$ cat src/sv/mic_pkg.sv
package mic_pkg;

   typedef enum logic [5:0] {
      OPC_NONE    = 6'd0,
      OPC_NOP     = 6'd1,
      OPC_SLL     = 6'd2,
      OPC_SRL     = 6'd3,
      OPC_SRA     = 6'd4,
      OPC_SLLV    = 6'd5,
      OPC_SRLV    = 6'd6,
      OPC_SRAV    = 6'd7,
      OPC_JR      = 6'd8,
      OPC_JALR    = 6'd9,
      OPC_SYSCALL = 6'd10,
      OPC_BREAK   = 6'd11,
      OPC_ADDU    = 6'd12,
      OPC_SUBU    = 6'd13,
      OPC_AND     = 6'd14,
      OPC_OR      = 6'd15,
      OPC_XOR     = 6'd16,
      OPC_NOR     = 6'd17,
      OPC_SLT     = 6'd18,
      OPC_SLTU    = 6'd19,
      OPC_BLTZ    = 6'd20,
      OPC_BGEZ    = 6'd21,
      OPC_BLTZAL  = 6'd22,
      OPC_BGEZAL  = 6'd23,
      OPC_J       = 6'd24,
      OPC_JAL     = 6'd25,
      OPC_BEQ     = 6'd26,
      OPC_BNE     = 6'd27,
      OPC_BLEZ    = 6'd28,
      OPC_BGTZ    = 6'd29,
      OPC_ADDIU   = 6'd30,
      OPC_SLTI    = 6'd31,
      OPC_SLTIU   = 6'd32,
      OPC_ANDI    = 6'd33,
      OPC_ORI     = 6'd34,
      OPC_XORI    = 6'd35,
      OPC_LUI     = 6'd36,
      OPC_COP0    = 6'd37,
      OPC_COP2    = 6'd38,
      OPC_LB      = 6'd39,
      OPC_LH      = 6'd40,
      OPC_LW      = 6'd41,
      OPC_LBU     = 6'd42,
      OPC_LHU     = 6'd43,
      OPC_SB      = 6'd44,
      OPC_SH      = 6'd45,
      OPC_SW      = 6'd46
   } opcode_type;

   localparam logic [5:0] PRI_SPECIAL = 6'h00;
   localparam logic [5:0] PRI_REGIMM  = 6'h01;
   localparam logic [5:0] PRI_J       = 6'h02;
   localparam logic [5:0] PRI_JAL     = 6'h03;
   localparam logic [5:0] PRI_BEQ     = 6'h04;
   localparam logic [5:0] PRI_BNE     = 6'h05;
   localparam logic [5:0] PRI_BLEZ    = 6'h06;
   localparam logic [5:0] PRI_BGTZ    = 6'h07;
   localparam logic [5:0] PRI_ADDIU   = 6'h09;
   localparam logic [5:0] PRI_SLTI    = 6'h0A;
   localparam logic [5:0] PRI_SLTIU   = 6'h0B;
   localparam logic [5:0] PRI_ANDI    = 6'h0C;
   localparam logic [5:0] PRI_ORI     = 6'h0D;
   localparam logic [5:0] PRI_XORI    = 6'h0E;
   localparam logic [5:0] PRI_LUI     = 6'h0F;
   localparam logic [5:0] PRI_COP0    = 6'h10;
   localparam logic [5:0] PRI_COP2    = 6'h12;
   localparam logic [5:0] PRI_LB      = 6'h20;
   localparam logic [5:0] PRI_LH      = 6'h21;
   localparam logic [5:0] PRI_LW      = 6'h23;
   localparam logic [5:0] PRI_LBU     = 6'h24;
   localparam logic [5:0] PRI_LHU     = 6'h25;
   localparam logic [5:0] PRI_SB      = 6'h28;
   localparam logic [5:0] PRI_SH      = 6'h29;
   localparam logic [5:0] PRI_SW      = 6'h2B;

   localparam logic [5:0] FN_SLL     = 6'h00;
   localparam logic [5:0] FN_SRL     = 6'h02;
   localparam logic [5:0] FN_SRA     = 6'h03;
   localparam logic [5:0] FN_SLLV    = 6'h04;
   localparam logic [5:0] FN_SRLV    = 6'h06;
   localparam logic [5:0] FN_SRAV    = 6'h07;
   localparam logic [5:0] FN_JR      = 6'h08;
   localparam logic [5:0] FN_JALR    = 6'h09;
   localparam logic [5:0] FN_SYSCALL = 6'h0C;
   localparam logic [5:0] FN_BREAK   = 6'h0D;
   localparam logic [5:0] FN_ADDU    = 6'h21;
   localparam logic [5:0] FN_SUBU    = 6'h23;
   localparam logic [5:0] FN_AND     = 6'h24;
   localparam logic [5:0] FN_OR      = 6'h25;
   localparam logic [5:0] FN_XOR     = 6'h26;
   localparam logic [5:0] FN_NOR     = 6'h27;
   localparam logic [5:0] FN_SLT     = 6'h2A;
   localparam logic [5:0] FN_SLTU    = 6'h2B;

   localparam logic [4:0] RT_BLTZ   = 5'h00;
   localparam logic [4:0] RT_BGEZ   = 5'h01;
   localparam logic [4:0] RT_BLTZAL = 5'h10;
   localparam logic [4:0] RT_BGEZAL = 5'h11;

   typedef struct packed {
      logic [31:0] instruction_word;
      logic [31:0] pc;
   } req_type;

   typedef struct packed {
      logic        needs_fallback;
      logic        memory_access;
      logic        exception_possible;
      logic        unconditional_flag;
      logic        branch_flag;
      logic [31:0] branch_target;
      logic [15:0] immediate;
      logic [4:0]  shift_amount;
      logic [4:0]  dst_reg;
      logic [4:0]  tgt_reg;
      logic [4:0]  src_reg;
      opcode_type  operation_code;
   } rsp_type;

endpackage

$ cat src/sv/mic_decode.sv
module mic_decode (
   input  mic_pkg::req_type req,
   output mic_pkg::rsp_type rsp
);

   logic [31:0]         word;
   logic [5:0]          primary;
   logic [5:0]          funct;
   logic [4:0]          rt;
   logic [31:0]         next_pc;
   logic [31:0]         offset;
   mic_pkg::opcode_type op;

   assign word    = req.instruction_word;
   assign primary = word[31:26];
   assign funct   = word[5:0];
   assign rt      = word[20:16];
   assign next_pc = req.pc + 32'd4;
   assign offset  = {{14{word[15]}}, word[15:0], 2'b00};

   always_comb begin
      op = mic_pkg::OPC_NONE;
      case (primary)
         mic_pkg::PRI_SPECIAL: begin
            case (funct)
               mic_pkg::FN_SLL:     op = (word == 32'd0) ? mic_pkg::OPC_NOP : mic_pkg::OPC_SLL;
               mic_pkg::FN_SRL:     op = mic_pkg::OPC_SRL;
               mic_pkg::FN_SRA:     op = mic_pkg::OPC_SRA;
               mic_pkg::FN_SLLV:    op = mic_pkg::OPC_SLLV;
               mic_pkg::FN_SRLV:    op = mic_pkg::OPC_SRLV;
               mic_pkg::FN_SRAV:    op = mic_pkg::OPC_SRAV;
               mic_pkg::FN_JR:      op = mic_pkg::OPC_JR;
               mic_pkg::FN_JALR:    op = mic_pkg::OPC_JALR;
               mic_pkg::FN_SYSCALL: op = mic_pkg::OPC_SYSCALL;
               mic_pkg::FN_BREAK:   op = mic_pkg::OPC_BREAK;
               mic_pkg::FN_ADDU:    op = mic_pkg::OPC_ADDU;
               mic_pkg::FN_SUBU:    op = mic_pkg::OPC_SUBU;
               mic_pkg::FN_AND:     op = mic_pkg::OPC_AND;
               mic_pkg::FN_OR:      op = mic_pkg::OPC_OR;
               mic_pkg::FN_XOR:     op = mic_pkg::OPC_XOR;
               mic_pkg::FN_NOR:     op = mic_pkg::OPC_NOR;
               mic_pkg::FN_SLT:     op = mic_pkg::OPC_SLT;
               mic_pkg::FN_SLTU:    op = mic_pkg::OPC_SLTU;
               default:             op = mic_pkg::OPC_NONE;
            endcase
         end
         mic_pkg::PRI_REGIMM: begin
            case (rt)
               mic_pkg::RT_BLTZ:   op = mic_pkg::OPC_BLTZ;
               mic_pkg::RT_BGEZ:   op = mic_pkg::OPC_BGEZ;
               mic_pkg::RT_BLTZAL: op = mic_pkg::OPC_BLTZAL;
               mic_pkg::RT_BGEZAL: op = mic_pkg::OPC_BGEZAL;
               default:            op = mic_pkg::OPC_NONE;
            endcase
         end
         mic_pkg::PRI_J:     op = mic_pkg::OPC_J;
         mic_pkg::PRI_JAL:   op = mic_pkg::OPC_JAL;
         mic_pkg::PRI_BEQ:   op = mic_pkg::OPC_BEQ;
         mic_pkg::PRI_BNE:   op = mic_pkg::OPC_BNE;
         mic_pkg::PRI_BLEZ:  op = mic_pkg::OPC_BLEZ;
         mic_pkg::PRI_BGTZ:  op = mic_pkg::OPC_BGTZ;
         mic_pkg::PRI_ADDIU: op = mic_pkg::OPC_ADDIU;
         mic_pkg::PRI_SLTI:  op = mic_pkg::OPC_SLTI;
         mic_pkg::PRI_SLTIU: op = mic_pkg::OPC_SLTIU;
         mic_pkg::PRI_ANDI:  op = mic_pkg::OPC_ANDI;
         mic_pkg::PRI_ORI:   op = mic_pkg::OPC_ORI;
         mic_pkg::PRI_XORI:  op = mic_pkg::OPC_XORI;
         mic_pkg::PRI_LUI:   op = mic_pkg::OPC_LUI;
         mic_pkg::PRI_COP0:  op = mic_pkg::OPC_COP0;
         mic_pkg::PRI_COP2:  op = mic_pkg::OPC_COP2;
         mic_pkg::PRI_LB:    op = mic_pkg::OPC_LB;
         mic_pkg::PRI_LH:    op = mic_pkg::OPC_LH;
         mic_pkg::PRI_LW:    op = mic_pkg::OPC_LW;
         mic_pkg::PRI_LBU:   op = mic_pkg::OPC_LBU;
         mic_pkg::PRI_LHU:   op = mic_pkg::OPC_LHU;
         mic_pkg::PRI_SB:    op = mic_pkg::OPC_SB;
         mic_pkg::PRI_SH:    op = mic_pkg::OPC_SH;
         mic_pkg::PRI_SW:    op = mic_pkg::OPC_SW;
         default:            op = mic_pkg::OPC_NONE;
      endcase
   end

   always_comb begin
      rsp.operation_code     = op;
      rsp.src_reg            = word[25:21];
      rsp.tgt_reg            = word[20:16];
      rsp.dst_reg            = word[15:11];
      rsp.shift_amount       = word[10:6];
      rsp.immediate          = word[15:0];
      rsp.branch_target      = 32'd0;
      rsp.branch_flag        = 1'b0;
      rsp.unconditional_flag = 1'b0;
      rsp.exception_possible = 1'b0;
      rsp.memory_access      = 1'b0;
      rsp.needs_fallback     = (op inside {mic_pkg::OPC_NONE, mic_pkg::OPC_COP0,
                                           mic_pkg::OPC_COP2});
      if (op inside {mic_pkg::OPC_JR, mic_pkg::OPC_JALR}) begin
         rsp.branch_flag        = 1'b1;
         rsp.unconditional_flag = 1'b1;
      end else if (op inside {mic_pkg::OPC_J, mic_pkg::OPC_JAL}) begin
         rsp.branch_flag        = 1'b1;
         rsp.unconditional_flag = 1'b1;
         rsp.branch_target      = {next_pc[31:28], word[25:0], 2'b00};
      end else if (op inside {[mic_pkg::OPC_BLTZ:mic_pkg::OPC_BGEZAL],
                              [mic_pkg::OPC_BEQ:mic_pkg::OPC_BGTZ]}) begin
         rsp.branch_flag   = 1'b1;
         rsp.branch_target = next_pc + offset;
      end else if (op inside {mic_pkg::OPC_SYSCALL, mic_pkg::OPC_BREAK}) begin
         rsp.exception_possible = 1'b1;
      end else if (op inside {[mic_pkg::OPC_LB:mic_pkg::OPC_SW]}) begin
         rsp.exception_possible = 1'b1;
         rsp.memory_access      = 1'b1;
      end
   end

endmodule

$ cat src/sv/mips_instruction_classifier.sv
// Channel   Dir  Width  Contents
// req       in   64     pc, instruction_word
// rsp       out  80     decoded fields, branch target and flags
//
// Two register stages: the input register holds the accepted beat, the decode
// logic runs between it and the result register.
// Beats pass the input register, then the result register; one per cycle unless stalled.
// While the result register is stalled, one more beat is still accepted.
// Reset clears both valid bits; payload registers are not reset.
module mips_instruction_classifier (
   input  logic        clock,
   input  logic        reset,
   input  logic        req_tvalid,
   output logic        req_tready,
   // [31:0] pc, [63:32] instruction_word
   input  logic [63:0] req_tdata,
   output logic        rsp_tvalid,
   input  logic        rsp_tready,
   // [5:0] operation_code, [10:6] src_reg, [15:11] tgt_reg, [20:16] dst_reg,
   // [25:21] shift_amount, [41:26] immediate, [73:42] branch_target,
   // [74] branch_flag, [75] unconditional_flag, [76] exception_possible,
   // [77] memory_access, [78] needs_fallback, [79] zero
   output logic [79:0] rsp_tdata
);

   logic             in_valid_ff;
   logic             in_valid_in;
   mic_pkg::req_type in_data_ff;
   logic             out_valid_ff;
   logic             out_valid_in;
   mic_pkg::rsp_type out_data_ff;
   mic_pkg::rsp_type decoded;
   logic             advance;

   assign advance    = in_valid_ff && (!out_valid_ff || rsp_tready);
   assign req_tready = !in_valid_ff || advance;

   always_comb begin
      in_valid_in  = in_valid_ff;
      out_valid_in = out_valid_ff;
      if (req_tready) begin
         in_valid_in = req_tvalid;
      end
      if (advance) begin
         out_valid_in = 1'b1;
      end else if (rsp_tready) begin
         out_valid_in = 1'b0;
      end
   end

   always_ff @(posedge clock) begin
      if (reset) begin
         in_valid_ff  <= 1'b0;
         out_valid_ff <= 1'b0;
      end else begin
         in_valid_ff  <= in_valid_in;
         out_valid_ff <= out_valid_in;
      end
   end

   always_ff @(posedge clock) begin
      if (req_tvalid && req_tready) begin
         in_data_ff <= req_tdata;
      end
      if (advance) begin
         out_data_ff <= decoded;
      end
   end

   mic_decode u_decode (
      .req (in_data_ff),
      .rsp (decoded)
   );

   assign rsp_tvalid = out_valid_ff;
   assign rsp_tdata  = {1'b0, out_data_ff};

   a_accept_fills: assert property (@(posedge clock) disable iff (reset)
      (req_tvalid && req_tready) |=> in_valid_ff)
      else $error("accepted beat did not reach the input register");

   a_stall_holds: assert property (@(posedge clock) disable iff (reset)
      (in_valid_ff && out_valid_ff && !rsp_tready) |=> (in_valid_ff && out_valid_ff))
      else $error("input register lost a beat during a stall");

   a_target_branch: assert property (@(posedge clock) disable iff (reset)
      (out_valid_ff && out_data_ff.branch_target != 32'd0) |-> out_data_ff.branch_flag)
      else $error("branch target set on a non-branch");

   a_fallback_plain: assert property (@(posedge clock) disable iff (reset)
      (out_valid_ff && out_data_ff.needs_fallback) |->
      (!out_data_ff.branch_flag && !out_data_ff.exception_possible))
      else $error("fallback beat carries branch or exception flags");

endmodule
$ cat config.mk
export PLATFORM = sky130hd
export DESIGN_NAME = mips_instruction_classifier
export DESIGN_NICKNAME = d
export VERILOG_FILES = /design/src/sv/mic_pkg.sv /design/src/sv/mic_decode.sv /design/src/sv/mips_instruction_classifier.sv
export SDC_FILE = /design/constraint.sdc
export NUM_CORES = 1
export LEC_CHECK = 0
export ABC_AREA = 1
export BUFFER_PORTS_ARGS = -buffer_cell sky130_fd_sc_hd__buf_2
export CORE_UTILIZATION = 60
export CTS_CLUSTER_SIZE = 8
export DETAILED_ROUTE_END_ITERATION = 8
export GPL_TIMING_DRIVEN = 0
export PLACE_DENSITY = 0.92
export SETUP_SLACK_MARGIN = 0.5
export SYNTH_ARGS = -nofsm -noshare
export SYNTH_HDL_FRONTEND = slang
export SYNTH_SLANG_ARGS = --single-unit
$ cat constraint.sdc
create_clock -name clock -period 11.96 [get_ports clock]
set_clock_uncertainty 0.2 [all_clocks]
set_input_delay 1.794 -clock clock [delete_from_list [all_inputs] [get_ports clock]]
set_output_delay 1.794 -clock clock [all_outputs]
set_load 0.01 [all_outputs]
==> results of run 1 <==
sequential cells by signal, summed over array words and instances, names as in the netlist:
signal,cells
in_valid_ff,1
rsp_tvalid,1
in_data_ff,64
rsp_tdata,69
cells in the mapped netlist (2+ instances only):
library cell    n
dfxtp_1         2
nand3_1        85
clkinv_1        2
nor2_2         11
nor2_8          2
ha_1           30
o21a_1          2
xnor2_1        17
nor3_1         15
nand3b_1       10
o21ai_0        19
nor3b_2         2
nand2_1       252
nor2_4          3
a21oi_1        34
buf_4          12
o21bai_1        6
nor3_2          2
o22ai_1         7
inv_2          11
xor2_1         17
a21o_1          2
o21ai_1         5
nor2_1        101
clkbuf_1        2
nor4_1          4
nand2_2         2
nand3_2         2
inv_1         123
nand4_1        24
nor3b_1         2
edfxtp_1      133
worst min-delay path by stage:
stage	endpoint	slack [ns]	from
3_5_place_dp	rsp_tdata[7]	0.26	in_data_ff[54]
4_1_cts	rsp_tdata[7]	0.28	in_data_ff[54]
2_1_floorplan	rsp_tvalid	0.24	in_valid_ff
5_1_grt	rsp_tdata[7]	0.31	in_data_ff[54]
3_3_place_gp	rsp_tvalid	0.25	in_valid_ff
6_report	rsp_tdata[7]	0.28	in_data_ff[54]
power breakdown:
group          leakage (uW)  internal, uW  total, uW  switching [uW]
Clock              0.000281           328        533             205
Sequential          0.00132           550        571            20.8
Combinational       0.00295          74.6        207             133
Total               0.00455           952       1310             358
logic make-up after synthesis:
group	synth area share
adders and majority gates	0.04850
AOI/OAI and AO/OA	0.05494
and+or+nand+nor	0.2882
xor gates and xnor gates	0.03652
buffers and inverters	0.07658
other	0.0004600
DFF	0.4948
layout make-up:
type	instances	area, sq um	share of cell area
inverters	136	510.5	0.05211
repair buffers	151	808.3	0.08251
clock buffers	17	425.4	0.04343
plain buffers	16	113.9	0.01162
well taps	176	220.2	0.02248
multi-input cells	667	3506	0.3579
flip-flops and latches	135	4034	0.4118
clock inverters	15	177.7	0.01814
placed cells by master, fill, tap and decap left out, drive strengths merged:
master    synthesis  layout
a22o              1       1
bufinv            0       3
o21bai            6       6
clkinv            2       7
clkinvlp          0       4
xor2             17      17
xnor2            17      17
nor4b             1       1
or2               1       1
nor3b             4       4
dfxtp             2       2
a31oi             1       1
o22ai             7       7
nand4            24      24
o31ai             1       1
ha               30      30
conb              1       1
nor2            117     117
buf              14     165
a21oi            34      34
o211ai            1       1
nand2           255     255
nor4              4       4
fa                1       1
edfxtp          133     133
nand3b           10      10
o32ai             1       1
o21a              2       2
o21ai            24      24
a21o              2       2
nor3             17      17
inv             134     137
clkbuf            2      19
and2              1       1
nand3            87      87
metal layers:
| layer | vias to the layer above | routed length (microns) | global-route usage |
|---|---|---|---|
| li1 | 3526 | - | - |
| met1 | 3244 | 8024 | 0.3574 |
| met2 | 432 | 10590 | 0.5523 |
| met3 | 97 | 1589 | 0.05792 |
| met4 | 0 | 1099 | 0.1661 |
| met5 | - | 0 | 0 |
metrics by stage:
stage	hold slack [ns]	util	setup slack (ns)
CTS	0.2759	0.7397	7.652
global placement	0.2514	0.6882	4.826
global route	0.3088	0.7397	7.621
detailed placement	0.2638	0.6942	7.653
floorplan	0.2448	-	6.057
finish	0.2824	0.7397	7.651
critical path: cells and delay by family:
family,cells,cell delay [ns]
buffers and inverters,3,0.38
AND/OR/NAND/NOR,1,0.14
==> results.ini, run 1 <==
[status]
status=finished, final reports clean

[cts]
cts_hold_buffers=0
cts_root_buffer=clkbuf_16
cts_resized=0
cts_buffers=17
cts-htree-levels=4
clk_pin_slew_ns=0.06
clock_sinks=135
clk_path_buf_depth=2
clock_latency_ns=0.43
tritoncts=yes
cts_setup_buffers=0

[detailed_routing]
vias=7299
dr.pass1.iters=6
ant_nets=0
wl_microns=21300
via_per_inst=5.559
wl_per_cell_microns=16.22
drt-initial-drc-count=699
drc=0

[global_routing]
grt.overflow.total=0
grt_pass1_vias=7045
grt_first_pass_wirelength_microns=33540
antenna_found_initial=0
track_usage=0.3123
grt_start_max_net_pins=41

[critical_path]
worstSetupStartpoint=rsp_tready
crit_type=primary input to primary output
crit_path_max_fanout=3
cp.required_ns=9.97
cpMaxStageDelayCell=buf_2
crit_chain=buf_2, inv_1, nand3_1, buf_2
rr_startpoint=in_data_ff[8]
cp-endpoint=req_tready
regToRegSetupSlack_ns=8.21
cp_slowest_stage_delay_ns=0.17
cp-start-kind=primary input
reg2reg_depth=17
cp-end-kind=primary output
cpMostUsedCell=buf_2
r2r_end=rsp_tdata[68]
crit_arrival_ns=2.31

[floorplan]
initial_core_util=0.6156
die_w_microns=118.6
fp.dieH_microns=118.6
boundaryPins=150
core-area_sq_um=13240
die_area_sq_um=14060
num_rows=42

[synth]
synth_edf_count=133
synth_top_cell_area_share=0.4899
syn_area_per_cell_sq_um=8.546
ys_types=45
synth_area_leader_cell=edfxtp_1
syn_area_sq_um=8153
yosysWarningCount=0
ys_seq_area_frac=0.4948
ys_ff_latch=135
synth_ff_type=edfxtp_1
ys_async_sr_fraction=0
yosys-top-cells-area=edfxtp_1 (49%), nand2_1 (12%), inv_1 (5.7%), nand3_1 (5.2%), nor2_1 (4.7%)
syn_inst=954
syn-num-nets=1053

[place]
io_buffers=148
place_hpwl_microns=16340
gp_congestion=0.9735
post_dp_cell_area_sq_um=9193
placedCellCount=1281

[layout]
num_antenna_cells=0
drive_above_1_share=0.2049
area_growth_pct=20.15
finalNetCount=1223
design_area_sq_um=9796
fillers=998
fin_cells=1313

[power]
leakage_uw=0.004550
total_power_uw=1310
ir_worst_vdd_mv=0.1648
power_density_nw_per_um2=133.8

[min_path]
whs_path_depth=0
hold_path.class=flop to flop

[sta]
fin_tns_setup_ns=0
setup_violations=0
min_period_ns=4.309
fmax_mhz=232.1
period_share=0.3602
max_slew_margin=0.5120
grt_setup_unrepaired=no
slew_viol_final=0
worstMarginPinSlew_ns=0.7320
hold_violations=0

[flow_run]
drv_cap=0

Note: power is estimated with default switching activity, not from simulation.
==> inputs of run 2 (changes only) <==
--- a/config.mk
+++ b/config.mk
@@ -5,13 +5,13 @@
 export SDC_FILE = /design/constraint.sdc
 export NUM_CORES = 1
 export LEC_CHECK = 0
-export ABC_AREA = 1
+export ABC_AREA = 0
 export BUFFER_PORTS_ARGS = -buffer_cell sky130_fd_sc_hd__buf_2
-export CORE_UTILIZATION = 60
+export CORE_UTILIZATION = 55
 export CTS_CLUSTER_SIZE = 8
 export DETAILED_ROUTE_END_ITERATION = 8
 export GPL_TIMING_DRIVEN = 0
-export PLACE_DENSITY = 0.92
+export PLACE_DENSITY = 0.87
 export SETUP_SLACK_MARGIN = 0.5
 export SYNTH_ARGS = -nofsm -noshare
 export SYNTH_HDL_FRONTEND = slang
==> constraint.sdc (replaced) <==
create_clock -name clock -period 4.2 [get_ports clock]
set_clock_uncertainty 0.2 [all_clocks]
set_input_delay 0.63 -clock clock [delete_from_list [all_inputs] [get_ports clock]]
set_output_delay 0.63 -clock clock [all_outputs]
set_load 0.01 [all_outputs]
==> results.ini, run 2 <==
[power]
p_seq_frac=0.443
p_sw_uw=1002
combPwrFrac=0.174
p_int_uw=2667
leakage_uw=0.003825
switching_share=0.2731
total_power_uw=3670
power_density_nw_per_um2=379.3
ir_worst_vdd_mv=0.3118
clkPwrFrac=0.383

[place]
placedCellCount=954
io_buffers=148
dp_slack_ns=-0.2873
place_hpwl_microns=12560
gp_congestion=0.8935

[critical_path]
crit_type=flop to flop
cp-end-kind=flop
cp.required_ns=4.18
cp-start-kind=flop
crit_arrival_ns=3.88
crit_path_max_fanout=5

[cts]
cts_root_buffer=clkbuf_16
cts-htree-levels=4
tritoncts=yes
clock_sinks=135
clk_pin_slew_ns=0.06
clock_latency_ns=0.44
cts_buffers=17
clk_path_buf_depth=2

[global_routing]
antenna_found_initial=0
grt_pass1_vias=5749
grt.overflow.total=0
track_usage=0.2768
grt_start_max_net_pins=41
grt_first_pass_wirelength_microns=27690

[detailed_routing]
wl_microns=19570
drc=0
drt-initial-drc-count=461
wl_per_cell_microns=18.95
dr.pass1.iters=5
ant_nets=0
vias=6133
via_per_inst=5.937

[layout]
drive_above_1_share=0.3798
layout_common_cells=buf_2 (153), edfxtp_1 (133), buf_4 (52)
num_antenna_cells=0
largest_reg_flops=69
finalNetCount=947
area_growth_pct=34.24
final_common_cell=buf_2
fin_cells=1033

[synth]
yosys-top-cells-area=edfxtp_1 (55%), ha_1 (5.2%), xnor2_1 (3.8%), nand2_1 (2.9%), xor2_1 (2.4%)
synth_top_cell_area_share=0.5542
synth_area_leader_cell=edfxtp_1
syn_inst=632
ys_seq_area_frac=0.5597
yosysMostFrequentCell=edfxtp_1
syn_area_sq_um=7207
syn_area_per_cell_sq_um=11.40
yosysWarningCount=0
ys_ff_latch=135
syn-num-nets=731
synthTopCellsByCount=edfxtp_1 (133), nand2_1 (55), nor2_1 (45)
ys_async_sr_fraction=0
ys_types=65
synth_edf_count=133
synth_ff_type=edfxtp_1

[sta]
worstMarginPinSlew_ns=1.068
fmax_mhz=256.3
min_period_ns=3.901
setup_violations=0
grt_setup_unrepaired=yes
slew_viol_final=0
max_slew_margin=0.2877
hold_violations=0
setup_ws_ns=0.2985
period_share=0.9289

[min_path]
hold_path.class=primary input to flop

[floorplan]
initial_core_util=0.5665
die_w_microns=116.5
boundaryPins=150
core-area_sq_um=12720
die_area_sq_um=13570
fp.dieH_microns=116.5
num_rows=41

[flow_run]
drv_cap=0

[status]
status=finished, final reports clean

[run 2: layout make-up]
class	count	area, sq um
Tap cell	172	215.2
Timing Repair Buffer	197	1160
Inverter	19	71.32
Sequential cell	135	4034
Multi-Input combinational cell	450	3471
Fill cell	810	3048
Buffer	28	167.7
Clock buffer	18	429.2
Clock inverter	14	126.4
[run 2: cell families (layout without fill, tap and decap cells)]
logic type | count (synthesis) | in the layout | synth area share
simple gates | 221 | 221 | 0.1578
compound gates | 143 | 143 | 0.1290
flops | 135 | 135 | 0.5597
xor+xnor | 51 | 51 | 0.06198
buf+inv | 47 | 276 | 0.03160
fa+ha+maj | 31 | 31 | 0.05486
mux | 3 | 3 | 0.004514
other cells | 1 | 1 | 0.0005203
[run 2: worst max-delay path, cell delays in order (launching register included)]
cell       delay, ns
edfxtp_1        0.35
and4_1          0.23
and4_4          0.26
nand2_4         0.06
nor3_4          0.27
buf_6           0.16
buf_6           0.10
xor2_2          0.18
ha_4            0.25
nand2_4         0.09
nor2_4          0.05
a2111oi_4       0.37
a21oi_2         0.14
o211ai_1        0.26
a21boi_1        0.12
o21ai_1         0.20
nand3_1         0.10
a32o_1          0.26
[run 2: worst paths after layout]
| path | cells past startpoint | slack (ns) | start | to |
|---|---|---|---|---|
| setup / recovery | 17 | 0.30 | in_data_ff[5] | rsp_tdata[69] |
| setup reg to reg | 17 | 0.30 | in_data_ff[5] | rsp_tdata[69] |
| hold reg to reg | 0 | 0.29 | in_data_ff[55] | rsp_tdata[8] |
| hold / removal | 2 | 0.16 | reset | in_valid_ff |
[run 2: power by group through the flow]
stage / Clock, uW / Combinational, uW / Sequential, uW
floorplan: 0 / 325 / 1660
global placement: 0 / 474 / 1650
detailed placement: 0 / 497 / 1650
CTS: 1410 / 535 / 1620
global route: 1460 / 685 / 1630
finish: 1410 / 637 / 1630
[run 2: metal layers]
layer  up-vias  global-route usage  routed length (microns)
met1      2895              0.3125                     7370
met4         0              0.1504                      825
met3        72             0.08407                     1578
met2       371              0.4702                     9798
li1       2795                   -                        -
met5         -                   0                        0
[run 2: per-stage QoR]
stage	setup TNS (ns)	utilization	hold slack, ns	area, sq um
after floorplan	0	-	0.2502	7236
after global placement	-0.1697	0.6439	0.2666	8192
after detailed placement	-0.4385	0.6475	0.2711	8238
after CTS	0	0.7138	0.1558	9081
after global routing	0	0.7604	0.1575	9674
final	0	0.7604	0.1613	9674
[run 2: what timing repair did]
action	4_1_cts	5_1_grt
pin swaps	24	44
gates resized for setup	23	78
buffers inserted	25	22
setup endpoints to repair	12	13
hold buffers	0	0
